`config.mk`:
```
export PLATFORM = sky130hd
export DESIGN_NAME = grc_div
export DESIGN_NICKNAME = d
export VERILOG_FILES = /design/src/rtl/grid_raycast_column_top_assert.svh /design/src/rtl/grc_div.sv
export SDC_FILE = /design/constraint.sdc
export NUM_CORES = 1
export LEC_CHECK = 0
export ABC_AREA = 1
export BUFFER_PORTS_ARGS = -buffer_cell sky130_fd_sc_hd__buf_4
export CAP_MARGIN = 0
export CORE_AREA = 2 2 130 132
export CTS_CLUSTER_SIZE = 16
export DETAILED_ROUTE_END_ITERATION = 7
export DIE_AREA = 0 0 132 134
export GPL_TIMING_DRIVEN = 1
export PLACE_DENSITY = 0.57
export SETUP_SLACK_MARGIN = 0.5
export SYNTH_ARGS = -nofsm -noshare
export SYNTH_HDL_FRONTEND = slang
export SYNTH_SLANG_ARGS = --single-unit
```
`constraint.sdc`:
```
create_clock -name clk -period 2.3 [get_ports clk]
set_clock_uncertainty 0.1 [all_clocks]
set_input_delay 0.46 -clock clk [delete_from_list [all_inputs] [get_ports clk]]
set_output_delay 0.46 -clock clk [all_outputs]
set_load 0.005 [all_outputs]
```
`src/rtl/grid_raycast_column_top_assert.svh`:
```
// Assertion macros shared by the raycaster RTL.
`ifndef GRID_RAYCAST_COLUMN_TOP_ASSERT_SVH
`define GRID_RAYCAST_COLUMN_TOP_ASSERT_SVH

// Antecedent implies consequent in the same cycle.
`define GRC_ASSERT_IMPL(lbl, clk, rst_n, ante, cons, msg) \
  lbl: assert property (@(posedge clk) disable iff (!rst_n) (ante) |-> (cons)) else $error(msg);

// Antecedent implies consequent in the next cycle.
`define GRC_ASSERT_NEXT(lbl, clk, rst_n, ante, cons, msg) \
  lbl: assert property (@(posedge clk) disable iff (!rst_n) (ante) |=> (cons)) else $error(msg);

`endif

```
`src/rtl/grc_div.sv`:
```
// Restoring divider, one quotient bit per cycle.
module grc_div #(
  parameter int N = 32,
  parameter int D = 24
) (
  input  logic         clk,
  input  logic         rst_n,
  input  logic         start,
  input  logic [N-1:0] dividend,
  input  logic [D-1:0] divisor,
  output logic         busy,
  output logic         done,
  output logic [N-1:0] quotient,
  output logic         rem_nz
);

  localparam int CW = $clog2(N + 1);

  logic [N-1:0]  quo_r, quo_nxt;
  logic [D-1:0]  rem_r, rem_nxt;
  logic [D-1:0]  dvs_r;
  logic [CW-1:0] cnt_r;
  logic          busy_r;
  logic          done_r;
  logic [D:0]    sh;
  logic          fits;

  // A zero divisor always fits, so the quotient comes out all ones.
  always_comb begin
    sh      = {rem_r, quo_r[N-1]};
    fits    = sh >= {1'b0, dvs_r};
    rem_nxt = fits ? D'(sh - {1'b0, dvs_r}) : sh[D-1:0];
    quo_nxt = {quo_r[N-2:0], fits};
  end

  always_ff @(posedge clk) begin
    if (!rst_n) begin
      busy_r <= 1'b0;
      done_r <= 1'b0;
      cnt_r  <= '0;
    end else begin
      done_r <= 1'b0;
      if (start) begin
        busy_r <= 1'b1;
        cnt_r  <= CW'(N);
      end else if (busy_r) begin
        cnt_r <= cnt_r - 1'b1;
        if (cnt_r == CW'(1)) begin
          busy_r <= 1'b0;
          done_r <= 1'b1;
        end
      end
    end
  end

  always_ff @(posedge clk) begin
    if (start) begin
      quo_r <= dividend;
      rem_r <= '0;
      dvs_r <= divisor;
    end else if (busy_r) begin
      quo_r <= quo_nxt;
      rem_r <= rem_nxt;
    end
  end

  assign busy     = busy_r;
  assign done     = done_r;
  assign quotient = quo_r;
  assign rem_nz   = |rem_r;

endmodule
```
==> After elaboration in Yosys (flattened, before gate mapping) <==
Index checks and enable logic that the tools add are counted.
W data, S select, Z words.
{ "totals": {"wordCells": 26, "in_bits": 59, "output_inout_bits": 35, "ff_bits": 88} }
{ "op_classes": {"n_eq_ne": 1, "reduce_logical": 4, "bitwise": 2, "muxes": 9, "add_sub_neg": 2, "order_cmp": 1} }
{ "op_table": {"columns": ["op", "count"], "rows": [
  ["$mux W32", 2],
  ["$ge A25 B24 Y1", 1],
  ["$mux W24", 1],
  ["$reduce_or A24 Y1", 1],
  ["$sub A24 B24 Y24", 1],
  ["$mux W6", 2],
  ["$eq A6 B1 Y1 const B", 1],
  ["$sub A6 B1 Y6 const B", 1],
  ["$mux W1", 4],
  ["$reduce_or A3 Y1", 1],
  ["$not A1 Y1", 2],
  ["$reduce_bool A2 Y1", 1],
  ["$reduce_or A2 Y1", 1]
]} }

==> Depth between registers and ports, before layout <==
Gate-level depths: netlist (run 1).
{ "logic_depth": {"ltp_word": 4, "mapped_depth": 16, "ltp_nobuf": 15} }

==> Least setup slack after synthesis (run 1) <==
OpenSTA, ideal clock, no wires.
{ "synth_timing": {"path_type": "input to register", "from": "input start", "to": "register quo_r[0], in the netlist quotient[0] (enable)", "path_buffers": 2, "setup_time_ns": 0.409, "slack_ns": -0.171, "arrival_time_ns": 1.962, "t_required_ns": 1.791, "stages": 4, "cell_sequence": "clkbuf_1 > nor2_1 > inv_1 > clkbuf_1"} }
{ "synth_between": {"elab_chain_cells": 1} }
{ "synth_rtl": {"columns": ["item", "line_no", "rtl"], "rows": [
  ["from (decl)", "grc_div.sv:8", "input logic start,"],
  ["$reduce_bool A2 Y1 (no line)", null, null],
  ["to (signal assigned)", "grc_div.sv:58", "quo_r <= dividend;"],
  ["to (signal assigned)", "grc_div.sv:62", "quo_r <= quo_nxt;"],
  ["to (decl)", "grc_div.sv:19", "logic [N-1:0] quo_r, quo_nxt;"]
]} }
No other way between the ends.
A chain may end at the register's enable or synchronous reset.

==> Final worst setup path (run 1) <==
{ "layout_timing": {"from": "register rem_r[15]", "to": "output rem_nz"} }
{ "layout_between": {"elab_chain_cells": 1} }
{ "layout_rtl": {"columns": ["item", "line_no", "rtl"], "rows": [
  ["from (decl)", "grc_div.sv:20", "logic [D-1:0] rem_r, rem_nxt;"],
  ["from (signal assigned)", "grc_div.sv:63", "rem_r <= rem_nxt;"],
  ["$reduce_or A24 Y1", "grc_div.sv:70", "assign rem_nz = |rem_r;"],
  ["to (decl)", "grc_div.sv:14", "output logic rem_nz"]
]} }
No other way between the ends.

==> results of run 1 <==
## routing by layer
metal	up-vias	GRT usage [%]
met5	-	0
li1	2710	-
met4	0	7.43
met1	2374	22.6
met3	22	4.12
met2	118	28.0
## worst max-delay path, stage by stage (launching register included)
cell	delay (ns)
dfxtp_4	0.36
inv_4	0.06
nand4_1	0.19
nor4_2	0.26
buf_4	0.17
nand3_4	0.06
buf_6	0.13
## layout by cell type, fill, tap and decap left out, drive strengths merged
cell type and instances:
fa 1, nor4 4, clkbuf 14, nand2 320
o21ai 17, a21oi 17, and3 1, nand3b 5
nor2 41, ha 26, xnor2 8, edfxtp 56
a211oi 1, a31oi 1, nand4 12, nand3 70
o21bai 1, bufinv 1, dfxtp 32, nor3b 3
inv 139, xor2 1, clkinv 2, nor3 5
buf 138
## flip-flops by register name, summed over array words and instances, names as in the netlist
signal,count
quotient,32
dvs_r,24
rem_r,24
cnt_r,6
done,1
busy,1
## kinds of logic (layout without fill, tap and decap cells)
family,count (synthesis),after routing
compound gates,37,37
fa+ha+maj,27,27
simple gates,458,461
xor+xnor,9,9
flops,88,88
buf+inv,157,294
## metrics by stage
step	power (W)	area (um2)	setup slack (ns)
6_report	0.00417	8070	0.161
5_1_grt	0.00435	8070	0.0769
4_1_cts	0.00413	7380	0.160
3_5_place_dp	0.00252	6790	0.0673
3_3_place_gp	0.00252	6790	0.0756
2_1_floorplan	0.00223	5860	0.460
## worst max-delay path by stage
stage	start	end	slack [ns]	depth (start not counted)
floorplan	dvs_r[12]	rem_r[4]	0.46	12
global placement	dvs_r[6]	rem_r[1]	0.08	13
detailed placement	dvs_r[6]	rem_r[2]	0.07	13
CTS	rem_r[0]	rem_nz	0.16	6
global route	dvs_r[19]	rem_r[2]	0.08	15
finish	rem_r[15]	rem_nz	0.16	6
## final cells by class
class                   count  area (um2)
multi-input cells         534        3370
inverters                 139         524
clock inverters             3        47.5
clock buffers              13         272
flip-flops and latches     88        2340
fillers                  1579        8220
well taps                 220         275
repair buffers            139        1230
## what timing repair did
item                                    in CTS  in global routing
endpoints found under the setup margin      26                 26
hold endpoints to repair                     0                  0
setup buffers                               10                 22
pin swaps                                    5                 57
cloned                                       3                  3
resized for setup                           37                118
## power by group
group	internal [W]	switching, W	total, W
Clock	0.000945	0.000635	0.00158
Combinational	0.000350	0.000380	0.000729
Sequential	0.00180	0.0000566	0.00186
Total	0.00310	0.00107	0.00417
==> impl_metrics.toml, run 1 <==
[worst_setup_path]
r2r_cells = 14
reg2reg_from = "dvs_r[0]"
rr_endpoint = "rem_r[14]"
critPathKind = "reg2out"
worstPathRequired_ns = 1.74
crit_fanout = 3
reg2reg_slack_ns = 0.18
arrival_ns = 1.58
setup.worst_path.start_class = "flop"
endpoint_kind = "output pin"

[floorplanning]
start_util_pct = 34.2
io_pins = 94
die_area_um2 = 17700
coreArea_um2 = 16300
die_x_um = 132
die_height_um = 134
num_rows = 47

[synthesis]
syn_avg_cell_area_um2 = 7.18
synth_area_leaders = "edfxtp_1 30%, nand2_1 21%, dfxtp_1 12%"
seq_area_frac_synth_pct = 41.7
synth-compound-area-share_pct = 3.50
syn_nets = 862
synth_ff_type = "edfxtp_1"
synth_top_cell_by_area = "edfxtp_1"
synth_top_family_by_area = "simple AND/OR/NAND/NOR gates"
synthesis.area_um2 = 5570
synth_commonest_cells = "312 x nand2_1, 135 x inv_1, 62 x nand3_1"
synth-warning-count = 0
synth-xor-area-share_pct = 1.42
synth_cell_types = 38
synth-seq-cells = 88
synth-adder-area-share_pct = 6.20
synthArstFlopShare_pct = 0
yosys.area_share.simple_pct = 35.7
muxShareOfSynthArea_pct = 0
synth_edf_count = 56
yosysMostFrequentCell = "nand2_1"
yosysTopAreaCellShare_pct = 30.2
syn_inst = 776

[clock_network]
cts-buffers-inserted = 9
cts_buffer_depth = 2
clk_pin_slew_ns = 0.07
postCtsHoldBufs = 0
clock_sinks = 88
htree_levels = 3
cts_root_buf = "clkbuf_16"
cts_tree = "yes"
clkLatencyLatePin_ns = 0.35

[routing]
wl_met1_um = 7470
met3_length_um = 844
first_pass_iters = 4
drc = 0
totalWireLength_um = 15900
dr.first_iter.drc_count = 215
ant_nets = 0
dr_wl_met2_um = 7270
routedWlPerCell_um = 14.0
top_layer = "met4"
via_per_inst = 4.60
num_vias = 5224

[hold_path]
hold_path_end = "dvs_r[3]"
hp-class = "in2reg"
min_path_cells = 1
hold_path.startpoint = "divisor[3]"

[place]
hpwl_um = 10900
dp_cells = 1082
routabilityCongestion = 0.926
io_buffers = 93

[sta]
rsz0062_at_grt = "true"
drv_slew = 0
worstMarginPinSlew_ns = 0.524
holdWs_ns = 0.182
min_period_over_period_pct = 93.0
setup_viol_count_final = 0
max_slew_margin_pct = 64.8
clock.fmax_mhz = 468
setup_tns_ns = 0
hold_viol = 0
finalCriticalPeriod_ns = 2.14

[global_route]
grt_overflow = 0
grt_start_max_net_pins = 47
antenna_found_initial = 0
grt_pass1_wl_um = 24700
grt_pass1_vias = 5009
grtUsageTotal_pct = 17.4

[pwr]
vdd_drop_max_mv = 0.338
p_leak_nw = 4.09
pwr_density_cell_nw_per_um2 = 516

[layout]
syn_to_final_growth_pct = 45.0
diodes = 0
drive_gt1_share_pct = 34.5
final_util_pct = 49.6
fin_cells = 1136
nNetsFinal = 997

[outcome]
status = "finished clean"

[flow_run]
drv_cap = 0
Power figures use the tool's default switching activity.
==> inputs of run 2 (changes only) <==
--- a/config.mk
+++ b/config.mk
@@ -6,7 +6,7 @@
 export NUM_CORES = 1
 export LEC_CHECK = 0
 export ABC_AREA = 1
-export BUFFER_PORTS_ARGS = -buffer_cell sky130_fd_sc_hd__buf_4
+export BUFFER_PORTS_ARGS = -buffer_cell sky130_fd_sc_hd__buf_2
 export CAP_MARGIN = 0
 export CORE_AREA = 2 2 130 132
 export CTS_CLUSTER_SIZE = 16
==> impl_metrics.toml, run 2 (synthesis results as in run 1) <==
[place]
io_buffers = 93
pre_cts_ws_ns = 0.182
routabilityCongestion = 0.923
hpwl_um = 11000

[worst_setup_path]
crit_fanout = 5
cp_num_buf_inv = 1
setup.worst_path.start_class = "flop"
critPathTopFamily = "simple AND/OR/NAND/NOR gates"
arrival_ns = 1.59
critPathKind = "reg2out"
path_cells = "nor4_1 > nand3_2 > buf_2"
worstPathRequired_ns = 1.74
endpoint_kind = "output pin"
reg2reg_slack_ns = 0.25
max_stage_delay_ns = 0.57
slowest_stage = "nor4_1"

[global_route]
antenna_found_initial = 0
grt_start_max_net_pins = 34
grt_overflow = 0
grt_pass1_vias = 4957
grtUsageTotal_pct = 17.4
grt_pass1_wl_um = 24500

[clock_network]
cts_buffer_depth = 2
clock_sinks = 88
cts_tree = "yes"
cts-buffers-inserted = 9
htree_levels = 3
clkLatencyLatePin_ns = 0.35
postCtsHoldBufs = 0
clk_pin_slew_ns = 0.06
cts_root_buf = "clkbuf_16"

[sta]
max_slew_margin_pct = 60.6
rsz0062_at_grt = "true"
fin_ws_ns = 0.154
holdWs_ns = 0.180
setup_tns_ns = 0
finalCriticalPeriod_ns = 2.15
clock.fmax_mhz = 466
min_period_over_period_pct = 93.3
worstMarginPinSlew_ns = 0.586
drv_slew = 0
setup_viol_count_final = 0
hold_viol = 0

[layout]
fillers = 1681
largest_reg_flops = 32
drive_gt1_share_pct = 26.5
diodes = 0
mostFrequentLayoutCell = "nand2_1"
final_cell_mix = "296 x nand2_1, 115 x inv_1, 93 x buf_2, 58 x nand3_1, 56 x edfxtp_1"
nNetsFinal = 977
syn_to_final_growth_pct = 28.7

[pwr]
power.total_w = 0.00404
p_leak_nw = 3.67
vdd_drop_max_mv = 0.372
pwr_density_cell_nw_per_um2 = 563

[floorplanning]
die_area_um2 = 17700
io_pins = 94
num_rows = 47
die_height_um = 134
start_util_pct = 34.2
coreArea_um2 = 16300
die_x_um = 132

[routing]
dr.first_iter.drc_count = 240
drc = 0
via_per_inst = 4.56
first_pass_iters = 5
routedWlPerCell_um = 13.2
totalWireLength_um = 14700
ant_nets = 0
num_vias = 5094

[hold_path]
hp-class = "in2reg"

[outcome]
status = "finished clean"

[flow_run]
drv_cap = 0
run 2: final cells by class:
class,count,area (um2),area share [%]
Timing Repair Buffer,121,714,9.97
Clock inverter,3,47.5,0.663
Multi-Input combinational cell,532,2990,41.7
Inverter,139,522,7.28
Clock buffer,13,282,3.93
Tap cell,220,275,3.84
Sequential cell,88,2340,32.6
run 2: path summary, 6_finish.rpt:
check / from / end / cells past startpoint
setup / recovery: rem_r[23] / rem_nz / 3
hold / removal: divisor[23] / dvs_r[23] / 1
setup reg to reg: dvs_r[20] / rem_r[9] / 14
hold reg to reg: cnt_r[0] / cnt_r[0] / 2
run 2: worst register-to-register path, cell delays in order, from the launching register on:
cell,delay [ns]
edfxtp_1,0.38
inv_2,0.08
ha_4,0.21
nand2_1,0.08
nand2_1,0.06
inv_2,0.06
nand2_1,0.08
a21oi_2,0.14
nand2_1,0.10
nor2_4,0.18
buf_12,0.15
buf_8,0.12
nand3_1,0.07
nand3_1,0.08
o21ai_1,0.06
run 2: through the flow:
| stage | cells | area (um2) | util [%] |
|---|---|---|---|
| after CTS | 1109 | 7040 | 43.2 |
| after global placement | 1085 | 6570 | 40.3 |
| after global routing | 1116 | 7170 | 44.0 |
| final | 1116 | 7170 | 44.0 |
| after detailed placement | 1085 | 6570 | 40.3 |
| after floorplan | 776 | 5860 | - |
run 2: timing repair:
action,4_1_cts,5_1_grt
buffers inserted,7,7
pin swaps,7,8
resized for setup,31,21
setup endpoints to repair,26,26
gates cloned,1,0
run 2: where the power goes:
group          internal (W)  total, W  switching [W]
registers           0.00180   0.00185      0.0000512
logic              0.000250  0.000582       0.000332
clock network      0.000972   0.00160       0.000628
total               0.00302   0.00404        0.00101
run 2: per-layer routing:
layer  up-vias  share of wire (%)  track usage (%)
met5         -                  0                0
met4         0                2.3             6.76
met3        21                6.1             4.61
met2       145                 44             27.0
met1      2259                 47             23.1
li1       2669                  -                -
